==> config.mk <==
export PLATFORM = sky130hd
export DESIGN_NAME = sprite_run_length_decoder_flat
export DESIGN_NICKNAME = d
export VERILOG_FILES = /design/src/hw/rtl/srld_pkg.sv /design/src/hw/rtl/srld_if.sv /design/src/hw/rtl/sprite_run_length_decoder.sv /design/src/flat_wrapper.sv
export SDC_FILE = /design/constraint.sdc
export NUM_CORES = 1
export LEC_CHECK = 0
export BUFFER_PORTS_ARGS = -buffer_cell sky130_fd_sc_hd__buf_2
export CAP_MARGIN = 20
export CORE_MARGIN = 2
export CORE_UTILIZATION = 55
export DETAILED_ROUTE_END_ITERATION = 7
export PLACE_DENSITY = 0.92
export REMOVE_ABC_BUFFERS = 1
export SYNTH_ARGS = -nofsm -noshare
export SYNTH_HDL_FRONTEND = slang
export SYNTH_SLANG_ARGS = --single-unit
==> constraint.sdc <==
create_clock -name i_clk -period 4.73 [get_ports i_clk]
set_input_delay 0.946 -clock i_clk [delete_from_list [all_inputs] [get_ports i_clk]]
set_output_delay 0.946 -clock i_clk [all_outputs]
set_load 0.02 [all_outputs]
==> src/hw/rtl/srld_pkg.sv <==
`timescale 1ns / 1ps
// shared types and constants for the sprite run-length decoder
// no dependencies; compiled first

package srld_pkg;

    localparam int unsigned SPRITE_PIXEL_COUNT_DEF = 1024;
    localparam int unsigned BYTE_W                 = 8;
    localparam int unsigned COUNT_W                = 16;
    localparam int unsigned PIX_POS_W              = 10;
    localparam int unsigned APB_ADDR_W             = 3;
    localparam int unsigned APB_DATA_W             = 32;

    localparam logic [BYTE_W-1:0] OPAQUE_ALPHA = 8'hFF;

    // register index decoded from paddr[2]
    localparam logic REG_ALPHA_IN_STREAM = 1'b0;

    // stream parser phase
    typedef enum logic [2:0] {
        PH_SKIP_LO,
        PH_SKIP_HI,
        PH_COL_LO,
        PH_COL_HI,
        PH_RED,
        PH_GREEN,
        PH_BLUE,
        PH_ALPHA
    } t_phase;

    typedef struct packed {
        logic [BYTE_W-1:0] data_byte;
        logic              last_byte;
    } t_in_item;

    typedef struct packed {
        logic                 pixel_write;
        logic                 sprite_end;
        logic [PIX_POS_W-1:0] pixel_position;
        logic [BYTE_W-1:0]    red;
        logic [BYTE_W-1:0]    green;
        logic [BYTE_W-1:0]    blue;
        logic [BYTE_W-1:0]    alpha;
    } t_out_item;

endpackage

==> src/hw/rtl/srld_if.sv <==
`timescale 1ns / 1ps
// valid/ready stream interfaces for the decoder's byte input and pixel output
// depends on srld_pkg for the payload structs

interface srld_in_if;
    logic                valid;
    logic                ready;
    srld_pkg::t_in_item  data;

    modport source (output valid, output data, input ready);
    modport sink   (input valid, input data, output ready);
endinterface

interface srld_out_if;
    logic                valid;
    logic                ready;
    srld_pkg::t_out_item data;

    modport source (output valid, output data, input ready);
    modport sink   (input valid, input data, output ready);
endinterface

==> src/hw/rtl/sprite_run_length_decoder.sv <==
`timescale 1ns / 1ps
// sprite run-length decoder top level: byte parser, pixel writes, apb register
// depends on srld_pkg and the stream interfaces in srld_if.sv
//
// channel   direction  handshake          payload
// i_byte    in         valid/ready        data_byte, last_byte
// o_pix     out        valid/ready        pixel_write, sprite_end, pixel_position, r, g, b, a
// apb       in         psel/penable       alpha_in_stream at byte address 0
//
// one byte per cycle sustained while the result register is not stalled; a byte passes
// through the input register, then the parse logic into the result register
// one result at most per byte; bytes that complete no pixel and are not last give none
// synchronous active-low reset clears the parser, counters and the alpha mode
// a stalled result register holds both stages; input ready drops only when both are full and stalled

module sprite_run_length_decoder #(
    parameter int unsigned SPRITE_PIXEL_COUNT = srld_pkg::SPRITE_PIXEL_COUNT_DEF
) (
    input  logic                                i_clk,
    input  logic                                i_rst_n,
    srld_in_if.sink                             i_byte,
    srld_out_if.source                          o_pix,
    input  logic                                psel,
    input  logic                                penable,
    input  logic                                pwrite,
    input  logic [srld_pkg::APB_ADDR_W-1:0]     paddr,
    input  logic [srld_pkg::APB_DATA_W-1:0]     pwdata,
    output logic [srld_pkg::APB_DATA_W-1:0]     prdata,
    output logic                                pready
);
    import srld_pkg::*;

    localparam int unsigned POS_W = $clog2(SPRITE_PIXEL_COUNT + 1);
    localparam int unsigned SUM_W = ((POS_W > COUNT_W) ? POS_W : COUNT_W) + 1;
    localparam logic [SUM_W-1:0] CAP_SUM = SUM_W'(SPRITE_PIXEL_COUNT);
    localparam logic [POS_W-1:0] CAP_POS = POS_W'(SPRITE_PIXEL_COUNT);

    // configuration register
    logic r_alpha_en;

    // input stage
    logic     r_in_valid;
    t_in_item r_in;

    // parser state
    t_phase              r_phase, n_phase;
    logic [BYTE_W-1:0]   r_low, n_low;
    logic [COUNT_W-1:0]  r_rem, n_rem;
    logic [POS_W-1:0]    r_pos, n_pos;
    logic [BYTE_W-1:0]   r_red, n_red;
    logic [BYTE_W-1:0]   r_green, n_green;
    logic [BYTE_W-1:0]   r_blue, n_blue;
    logic                r_finished, n_finished;

    // result stage
    logic      r_out_valid;
    t_out_item r_out, n_out;

    logic              w_adv;
    logic              w_proc;
    logic              w_emit;
    logic [BYTE_W-1:0] w_alpha;
    logic [BYTE_W-1:0] w_blue;
    logic [SUM_W-1:0]  w_target;
    logic [POS_W:0]    w_pos_inc;

    // apb register access
    assign pready = 1'b1;
    assign prdata = (paddr[2] == REG_ALPHA_IN_STREAM) ?
                    APB_DATA_W'(r_alpha_en) : '0;

    always_ff @(posedge i_clk) begin
        if (!i_rst_n) begin
            r_alpha_en <= 1'b0;
        end else if (psel && penable && pwrite && pready &&
                     paddr[2] == REG_ALPHA_IN_STREAM) begin
            r_alpha_en <= pwdata[0];
        end
    end

    // pipeline advance control
    assign w_adv        = !r_out_valid || o_pix.ready;
    assign w_proc       = r_in_valid && w_adv;
    assign i_byte.ready = !r_in_valid || w_adv;

    // input register
    always_ff @(posedge i_clk) begin
        if (!i_rst_n) begin
            r_in_valid <= 1'b0;
        end else if (i_byte.ready) begin
            r_in_valid <= i_byte.valid;
        end
    end

    always_ff @(posedge i_clk) begin
        if (i_byte.ready && i_byte.valid) begin
            r_in <= i_byte.data;
        end
    end

    // skip target and pixel advance
    assign w_target  = SUM_W'(r_pos) + SUM_W'({r_in.data_byte, r_low});
    assign w_pos_inc = {1'b0, r_pos} + (POS_W+1)'(1);

    // parser next state and result
    always_comb begin
        n_phase    = r_phase;
        n_low      = r_low;
        n_rem      = r_rem;
        n_pos      = r_pos;
        n_red      = r_red;
        n_green    = r_green;
        n_blue     = r_blue;
        n_finished = r_finished;
        w_emit     = 1'b0;
        w_alpha    = '0;
        w_blue     = r_blue;
        n_out      = '0;

        if (w_proc && !r_finished) begin
            case (r_phase)
                PH_SKIP_LO: begin
                    n_low   = r_in.data_byte;
                    n_phase = PH_SKIP_HI;
                end
                PH_SKIP_HI: begin
                    if (w_target >= CAP_SUM) begin
                        n_pos      = CAP_POS;
                        n_finished = 1'b1;
                    end else begin
                        n_pos = POS_W'(w_target);
                    end
                    n_phase = PH_COL_LO;
                end
                PH_COL_LO: begin
                    n_low   = r_in.data_byte;
                    n_phase = PH_COL_HI;
                end
                PH_COL_HI: begin
                    n_rem   = {r_in.data_byte, r_low};
                    n_phase = ({r_in.data_byte, r_low} == '0) ? PH_SKIP_LO : PH_RED;
                end
                PH_RED: begin
                    n_red   = r_in.data_byte;
                    n_phase = PH_GREEN;
                end
                PH_GREEN: begin
                    n_green = r_in.data_byte;
                    n_phase = PH_BLUE;
                end
                PH_BLUE: begin
                    n_blue = r_in.data_byte;
                    w_blue = r_in.data_byte;
                    if (r_alpha_en) begin
                        n_phase = PH_ALPHA;
                    end else begin
                        w_emit  = 1'b1;
                        w_alpha = OPAQUE_ALPHA;
                    end
                end
                PH_ALPHA: begin
                    w_emit  = 1'b1;
                    w_alpha = r_in.data_byte;
                end
                default: begin
                    n_phase = PH_SKIP_LO;
                end
            endcase

            // completed pixel: write out and advance
            if (w_emit) begin
                n_out.pixel_write    = 1'b1;
                n_out.pixel_position = PIX_POS_W'(r_pos);
                n_out.red            = r_red;
                n_out.green          = r_green;
                n_out.blue           = w_blue;
                n_out.alpha          = w_alpha;
                n_pos                = POS_W'(w_pos_inc);
                n_rem                = r_rem - COUNT_W'(1);
                n_phase              = (r_rem == COUNT_W'(1)) ? PH_SKIP_LO : PH_RED;
                if (w_pos_inc >= (POS_W+1)'(SPRITE_PIXEL_COUNT)) begin
                    n_finished = 1'b1;
                end
            end
        end

        // end of sprite returns the parser to its start
        if (w_proc && r_in.last_byte) begin
            n_out.sprite_end = 1'b1;
            n_phase          = PH_SKIP_LO;
            n_low            = '0;
            n_rem            = '0;
            n_pos            = '0;
            n_finished       = 1'b0;
        end
    end

    // parser state register
    always_ff @(posedge i_clk) begin
        if (!i_rst_n) begin
            r_phase    <= PH_SKIP_LO;
            r_low      <= '0;
            r_rem      <= '0;
            r_pos      <= '0;
            r_finished <= 1'b0;
        end else begin
            r_phase    <= n_phase;
            r_low      <= n_low;
            r_rem      <= n_rem;
            r_pos      <= n_pos;
            r_finished <= n_finished;
        end
    end

    // color bytes held until the pixel completes
    always_ff @(posedge i_clk) begin
        r_red   <= n_red;
        r_green <= n_green;
        r_blue  <= n_blue;
    end

    // result register
    always_ff @(posedge i_clk) begin
        if (!i_rst_n) begin
            r_out_valid <= 1'b0;
        end else if (w_adv) begin
            r_out_valid <= w_proc && (w_emit || r_in.last_byte);
        end
    end

    always_ff @(posedge i_clk) begin
        if (w_adv) begin
            r_out <= n_out;
        end
    end

    assign o_pix.valid = r_out_valid;
    assign o_pix.data  = r_out;

    // position never passes the cap, and finished means it sits on it
    a_pos_cap: assert property (@(posedge i_clk) disable iff (!i_rst_n)
        r_pos <= CAP_POS)
        else $error("position beyond sprite pixel count");

    a_finished_at_cap: assert property (@(posedge i_clk) disable iff (!i_rst_n)
        r_finished |-> r_pos == CAP_POS)
        else $error("finished while position below cap");

    // last byte restores the start state
    a_last_clears: assert property (@(posedge i_clk) disable iff (!i_rst_n)
        (w_proc && r_in.last_byte) |=>
            (r_phase == PH_SKIP_LO && !r_finished && r_pos == '0))
        else $error("last byte did not clear parser state");

    // a result without a pixel only comes from the last byte
    a_result_cause: assert property (@(posedge i_clk) disable iff (!i_rst_n)
        (r_out_valid && !r_out.pixel_write) |-> r_out.sprite_end)
        else $error("empty result without end of sprite");

    // pixel phases always have pixels left to decode
    a_rem_nonzero: assert property (@(posedge i_clk) disable iff (!i_rst_n)
        (r_phase == PH_RED || r_phase == PH_GREEN || r_phase == PH_BLUE ||
         r_phase == PH_ALPHA) |-> r_rem != '0)
        else $error("pixel phase with no colored pixels left");

endmodule

==> src/flat_wrapper.sv <==
// flat-port wrapper written by rule: the top's interface ports become plain ports
module sprite_run_length_decoder_flat import srld_pkg::*;
#(
    parameter int unsigned SPRITE_PIXEL_COUNT = srld_pkg::SPRITE_PIXEL_COUNT_DEF
)
  (i_clk, i_rst_n, psel, penable, pwrite, paddr, pwdata, prdata, pready, i_byte_valid, i_byte_data, i_byte_ready, o_pix_valid, o_pix_data, o_pix_ready);
  srld_in_if i_byte_i ();
  srld_out_if o_pix_i ();
  input  logic i_clk;
  input  logic i_rst_n;
  input  logic psel;
  input  logic penable;
  input  logic pwrite;
  input  logic [srld_pkg::APB_ADDR_W-1:0] paddr;
  input  logic [srld_pkg::APB_DATA_W-1:0] pwdata;
  output logic [srld_pkg::APB_DATA_W-1:0] prdata;
  output logic pready;
  input wire logic [$bits(i_byte_i.valid)-1:0] i_byte_valid;
  input wire logic [$bits(i_byte_i.data)-1:0] i_byte_data;
  output wire logic [$bits(i_byte_i.ready)-1:0] i_byte_ready;
  output wire logic [$bits(o_pix_i.valid)-1:0] o_pix_valid;
  output wire logic [$bits(o_pix_i.data)-1:0] o_pix_data;
  input wire logic [$bits(o_pix_i.ready)-1:0] o_pix_ready;
  assign i_byte_i.valid = i_byte_valid;
  assign i_byte_i.data = i_byte_data;
  assign i_byte_ready = i_byte_i.ready;
  assign o_pix_valid = o_pix_i.valid;
  assign o_pix_data = o_pix_i.data;
  assign o_pix_i.ready = o_pix_ready;
  sprite_run_length_decoder #(.SPRITE_PIXEL_COUNT(SPRITE_PIXEL_COUNT)) u_core (.i_clk(i_clk), .i_rst_n(i_rst_n), .i_byte(i_byte_i), .o_pix(o_pix_i), .psel(psel), .penable(penable), .pwrite(pwrite), .paddr(paddr), .pwdata(pwdata), .prdata(prdata), .pready(pready));
endmodule
---- After elaboration in Yosys (flattened, before gate mapping) ----
Cells that the tools add are included.
storage, ports and cells
  flip-flop bits (word level) ............. 119
  bits of input ports ..................... 51
  output and inout port bits .............. 79
  word-level logic and storage cells ...... 88
cells by class
  add/subtract/negate cells ............... 3
  magnitude comparators ................... 2
  equal/unequal tests ..................... 9
  muxes and demuxes ....................... 24
  bitwise gates (word level) .............. 2
  reductions and logical operators ........ 28
operators by type and width
  cell                                                    number
  two-way mux 11 bit                                      3
  two-way mux 16 bit                                      2
  case mux 3 bit (7 select lines)                         1
  adder 11 x 16 -> 17 bit                                 1
  >= comparator 17 x 11 -> 1 bit (second input constant)  1
  equality test 16 x 1 -> 1 bit (second input constant)   1
  zero test 16 bit                                        1
  two-way mux 8 bit                                       2
  case mux 8 bit (2 select lines)                         1
  subtractor 16 x 1 -> 16 bit (second input constant)     1
  adder 11 x 1 -> 12 bit (second input constant)          1
  equality test 3 bit (second input constant)             4
  >= comparator 12 x 11 -> 1 bit (second input constant)  1
  two-way mux 3 bit                                       4
  AND reduction 2 bit                                     6
  two-way mux 1 bit                                       10
  logical AND 1 bit                                       8
  nonzero test 8 bit                                      1
  equality test 3 x 2 -> 1 bit (second input constant)    2
  nonzero test 2 bit                                      2
  OR reduction 2 bit                                      2
  equality test 3 x 1 -> 1 bit (second input constant)    1
  zero test 1 bit                                         3
  zero test 3 bit                                         1
  other kinds (5)                                         8

---- Logic depth before layout (Yosys ltp) ----
  depth in word-level cells ............... 8
  gate-level depth with buffers ........... 12
  mapped depth without buffers ............ 11

---- Least setup slack after synthesis ----
No wires, ideal clock.
  kind .................................... input to register
  start point ............................. input o_pix_ready
  end point ............................... register u_core.r_red[0], enable pin
  setup time .............................. 0.383 ns
  data arrival time ....................... 3.803 ns
  required time ........................... 4.347 ns
  slack ................................... 0.543 ns
  stages .................................. 9
  path buffers ............................ 2
  cell sequence ........................... nor2b_1 -> inv_1 -> nand2_1 -> or2_2 -> clkbuf_1 -> inv_1 -> clkbuf_1 -> nand2_1 -> nor3_1
on the way
  cells in the longest elaborated chain, start to end .. 4
ends and longest elaborated chain
  element                               line                              source
  from (decl)                           flat_wrapper.sv:23                input wire logic [$bits(o_pix_i.ready)-1:0] o_pix_ready;
  logical OR 1 bit                      sprite_run_length_decoder.sv:82   assign w_adv = !r_out_valid || o_pix.ready;
  named net u_core.w_adv                sprite_run_length_decoder.sv:59   logic w_adv;
  logical AND 1 bit                     sprite_run_length_decoder.sv:83   assign w_proc = r_in_valid && w_adv;
  logical AND 1 bit                     sprite_run_length_decoder.sv:120  if (w_proc && !r_finished) begin
  AND reduction 2 bit (no source line)  -
  to (signal assigned)                  sprite_run_length_decoder.sv:217  r_red <= n_red;
  to (decl)                             sprite_run_length_decoder.sv:50   logic [BYTE_W-1:0] r_red, n_red;
The timed path passes the listed nets, and every way through them passes these cells.
A chain may end at the register's enable or synchronous reset.

---- Worst setup path in the final report ----
  start point ............................. register u_core.r_in[2] in the netlist's numbering
  end point ............................... register u_core.r_finished
on the way
  cells in the longest elaborated chain, start to end .. 6
ends and longest elaborated chain
  element                           line                              source
  from (decl)                       sprite_run_length_decoder.sv:43   t_in_item r_in;
  from (signal assigned)            sprite_run_length_decoder.sv:97   r_in <= i_byte.data;
  adder 11 x 16 -> 17 bit *         sprite_run_length_decoder.sv:102  assign w_target = SUM_W'(r_pos) + SUM_W'({r_in.data_byte, r_low});
  >= comparator 17 x 11 -> 1 bit *  sprite_run_length_decoder.sv:127  if (w_target >= CAP_SUM) begin
  two-way mux 1 bit *               sprite_run_length_decoder.sv:127
  two-way mux 1 bit *               sprite_run_length_decoder.sv:121  case (r_phase)
  two-way mux 1 bit                 sprite_run_length_decoder.sv:181  if (w_pos_inc >= (POS_W+1)'(SPRITE_PIXEL_COUNT)) begin
  two-way mux 1 bit *               sprite_run_length_decoder.sv:171  if (w_emit) begin
  to (signal assigned)              sprite_run_length_decoder.sv:211  r_finished <= n_finished;
  to (decl)                         sprite_run_length_decoder.sv:53   logic r_finished, n_finished;
Every way passes the cells marked *; elsewhere a longest branch is shown, timed or not.

==> out/summary.md <==
Clock-pin slew was measured on the worst setup and hold paths at 0.06 ns. The run gives 0 as the number of gates resized after cts. In this run switching power makes up 22.8% of total power. For the data arrival time at the worst-slack endpoint, the log shows 4.08 ns. The worst hold path passes through 2 cells. Counting flops with a built-in enable in the synthesized netlist gives 77.

Setup repair after global routing left no endpoint under its margin. The number of core rows came out at 37. For the worst-skew pair, the clock arrives at the later sink with an insertion delay of 0.53 ns. The transition at the pin with the smallest max-transition slack was 1.03 ns.

The initial utilization of the core area, before any placement, comes to 57.1%. The worst setup slack for register-to-register paths was 1.07 ns. The largest single stage delay on the critical path is 0.93 ns. The critical path goes through ha_1 -> a21oi_1 -> nor2b_1 -> a21o_1 -> nor3_1 -> nor4_2 -> a2111oi_0 -> o31a_1.

In the final layout, the share of cells above drive strength 1 is 17.8%. At the worst endpoint, the required time is 5.15 ns. The completed layout was analyzed and its total power is 2.61 mW. The width of the die was 108 µm; the maximum number of pins on one net before global-route repair was 49. The cell area that synthesis handed to floorplanning was 5920 µm². After clock tree synthesis, the flow added hold-fix buffers numbering 0. The path category of the worst min-delay check was register to register.

Dividing the detail-routed via count by the number of cells gives 6.46. Summed over all nets, the switching power comes to 0.596 mW. For this run, asynchronously set or reset flops after synthesis account for 0%. The run gives 4,848 as the via count of the first global-routing pass.

No sink is reached through more buffers than the 2 on the longest clock path. Synthesis instantiated 59 different standard cells from the library. Sequential cells burn 44.2% of the power. The primary flip-flop cell chosen by synthesis mapping is sky130_fd_sc_hd__edfxtp_1. For the core occupancy in the finished layout, the log shows 66.1%.

The chip height was 108 µm. The worst register-to-register path has a depth of 8. Sequential elements use 53.2% of the synthesized area. After global routing the overflow that remains totals 0. The detailed placement HPWL is 9430 µm. The final count of hold timing violations was 0. Each instance of the synthesized netlist takes up on average 10.1 µm². Port buffering added 64 buffers. Number of levels in the clock H-tree: 4. The start point of the worst hold path was u_core.r_rem[1]. Counting I/O delays and the setup requirement, the final critical path takes 3.66 ns. The die covers 11,600 µm².

Power density over the cells: 382 nW/µm². STA classifies the critical path startpoint as a register. The number of antenna violations at the first check in global routing was 0; the part of the total power dissipated in combinational logic was 5.8%. After floorplanning, the core was sized to cover 10,400 µm². The I/O pin count is 130.

Cell class contributing the biggest share of worst-path delay: simple AND/OR/NAND/NOR gates. For this run, design rule violations remaining after detail routing come to 0. The number of CTS-inserted buffers is 17. The count of endpoints failing setup in the final report is 0.

Timing would allow up to 273 MHz. Across the VDD grid, the largest voltage drop is 0.364 mV. The share of Yosys cell area claimed by the top area cell type is 39.0%, and the total routed wirelength is 16,600 µm. The run gives 0.907 as the weighted congestion reported at the end of routability-driven placement. Buffers added to address setup during post-CTS repair amount to 0. The tools report the initial DRC count as 862. At the end of the flow, the number of nets in the layout was 707. Number of detailed-routing iterations run before antenna repair: 6.

The routed layout has 5,106 vias. The count of nets left with antenna violations once routing finished came out at 0. Area growth from synthesis to final layout: 15.7%.

TritonCTS built the clock tree. Headroom to the max-slew limit came out at 30.5%. The share of the cycle needed by the critical path after routing is 77.4%.

The total of flip-flops plus latches after synthesis was 119; the proportion of power drawn by the clock network was 50.0%. Clock tree synthesis selected as its root buffer the cell sky130_fd_sc_hd__clkbuf_8. Together, buffers and inverters on the worst path number 0.

The leakage power was 3.00 nW; the first-pass GRT wire length was 25,400 µm. The largest individual stage delay along the critical path comes from the cell sky130_fd_sc_hd__nor4_2. In the post-synthesis netlist, the biggest area contributors are sky130_fd_sc_hd__edfxtp_1 (39%), sky130_fd_sc_hd__dfxtp_1 (14%), sky130_fd_sc_hd__a21oi_1 (4.6%). Global routing consumed, over all layers together, 28.6% of the routing resources.

Instance count of the mapped netlist: 584. In this run the cell area measured after placement is 6210 µm². Of all nets on the critical path, the largest fanout is 10. The number of warnings printed during yosys synthesis was 0; the accumulated negative setup slack was 0 ns. In this run the critical register-to-register path is captured at u_core.r_finished. Across the routed clock network, the largest skew measured is 0.00687 ns.

The post-route cell area is 6850 µm², and the number of clock sinks is 119. The flow ran to the end, and the final reports show no timing, DRC or antenna violations. For hold timing, the worst endpoint is u_core.r_rem[1]. Across the run, the number of max-cap violations was 0. Dividing the detail-routed wire length by the instance count gives 21.0 µm. Biggest area consumer among synthesized cells: sky130_fd_sc_hd__edfxtp_1. In this run the critical register-to-register path is launched from u_core.r_in[2].

Final count of pins violating max slew: 0. The endpoint kind of the worst setup timing path was a register. The internal power summed over all cells was 2.02 mW. The category of the critical setup timing path was register to register.
## cells in the final DEF, fill, tap and decap left out, types with 9 or more instances in the layout
| master | instances |
|---|---|
| sky130_fd_sc_hd__edfxtp_1 | 77 |
| sky130_fd_sc_hd__nor2_1 | 71 |
| sky130_fd_sc_hd__buf_2 | 64 |
| sky130_fd_sc_hd__a21oi_1 | 54 |
| sky130_fd_sc_hd__dfxtp_1 | 42 |
| sky130_fd_sc_hd__and3_1 | 37 |
| sky130_fd_sc_hd__o21ai_0 | 35 |
| sky130_fd_sc_hd__nand2_1 | 33 |
| sky130_fd_sc_hd__conb_1 | 32 |
| sky130_fd_sc_hd__clkbuf_16 | 16 |
| sky130_fd_sc_hd__ha_1 | 14 |
| sky130_fd_sc_hd__inv_1 | 13 |
| sky130_fd_sc_hd__nand4_1 | 12 |
| sky130_fd_sc_hd__mux2i_1 | 9 |
| sky130_fd_sc_hd__xnor2_1 | 9 |
## tightest hold or removal path, delay by kind of cell (launching register included)
family             cells  cell delay (ns)
and+or+nand+nor        1             0.07
DFF                    1             0.33
AOI/OAI and AO/OA      1             0.05
## logic make-up after synthesis
kind of cell	synth area share, %
and+or+nand+nor	17.1
AOI/OAI and AO/OA	14.0
muxes	2.85
buffers and inverters	7.20
DFF	53.2
other	0.127
adders and majority gates	3.30
xor gates and xnor gates	2.22
## synth_stat cells (4+ instances only)
cell type	count
sky130_fd_sc_hd__mux2i_1	9
sky130_fd_sc_hd__xor2_1	6
sky130_fd_sc_hd__and3_1	37
sky130_fd_sc_hd__a31oi_1	4
sky130_fd_sc_hd__clkbuf_1	31
sky130_fd_sc_hd__a22oi_1	4
sky130_fd_sc_hd__buf_4	33
sky130_fd_sc_hd__nand3_1	8
sky130_fd_sc_hd__dfxtp_1	42
sky130_fd_sc_hd__nand2_1	33
sky130_fd_sc_hd__nor2_1	71
sky130_fd_sc_hd__nor4_1	7
sky130_fd_sc_hd__xnor2_1	9
sky130_fd_sc_hd__nor3_1	8
sky130_fd_sc_hd__mux2_2	7
sky130_fd_sc_hd__inv_1	14
sky130_fd_sc_hd__ha_1	14
sky130_fd_sc_hd__a211oi_1	8
sky130_fd_sc_hd__a21oi_1	54
sky130_fd_sc_hd__nand4_1	12
sky130_fd_sc_hd__o211ai_1	6
sky130_fd_sc_hd__nand2b_1	6
sky130_fd_sc_hd__o21ai_0	35
sky130_fd_sc_hd__edfxtp_1	77
## how the worst max path moves through the flow
stage                         start           endpoint  slack, ns  depth (start not counted)
floorplan               o_pix_ready    u_core.r_red[0]       0.54                          7
global placement    u_core.r_pos[0]  u_core.r_finished       1.56                         10
detailed placement  u_core.r_pos[0]  u_core.r_finished       1.44                         10
CTS                  u_core.r_in[2]  u_core.r_finished       1.30                          8
global route         u_core.r_in[2]  u_core.r_finished       1.06                          8
finish               u_core.r_in[2]  u_core.r_finished       1.07                          8
## per-stage QoR
stage          instances  hold WS, ns  setup slack, ns
4_1_cts              787        0.496             1.30
5_1_grt              789        0.534             1.06
3_3_place_gp         755        0.457             1.56
2_1_floorplan        548        0.446            0.535
3_5_place_dp         756        0.472             1.44
6_report             790        0.495             1.07
## flip-flops by register name, indices dropped and copies added, names as in the netlist
name	count
u_core.o_pix.data	44
u_core.r_rem	16
u_core.r_pos	11
u_core.r_in	9
u_core.r_blue	8
u_core.r_green	8
u_core.r_low	8
u_core.r_red	8
u_core.r_phase	3
u_core.o_pix.valid	1
u_core.r_alpha_en	1
u_core.r_finished	1
u_core.r_in_valid	1
## area by class of cell
| type | count | area, µm² |
|---|---|---|
| Multi-Input combinational cell | 415 | 2450 |
| Timing Repair Buffer | 74 | 435 |
| Sequential cell | 119 | 3150 |
| Clock buffer | 21 | 429 |
| Inverter | 14 | 52.6 |
| Antenna cell | 1 | 2.50 |
| Tap cell | 136 | 170 |
| Fill cell | 694 | 3520 |
| Clock inverter | 10 | 154 |
## routing by layer
metal	wire length, µm	vias up	GRT usage (%)
met5	0	-	0
met4	941	0	15.6
met3	2040	114	7.02
met2	7800	517	47.3
met1	5840	2299	34.2
li1	-	2176	-
## power groups by stage
stage	registers, mW	logic, mW	clock network [mW]
after floorplan	1.17	0.0877	0
after global placement	1.17	0.132	0
after detailed placement	1.17	0.138	0
after CTS	1.15	0.143	1.30
after global routing	1.16	0.160	1.35
final	1.16	0.151	1.31
(Power assumes the default switching activity.)
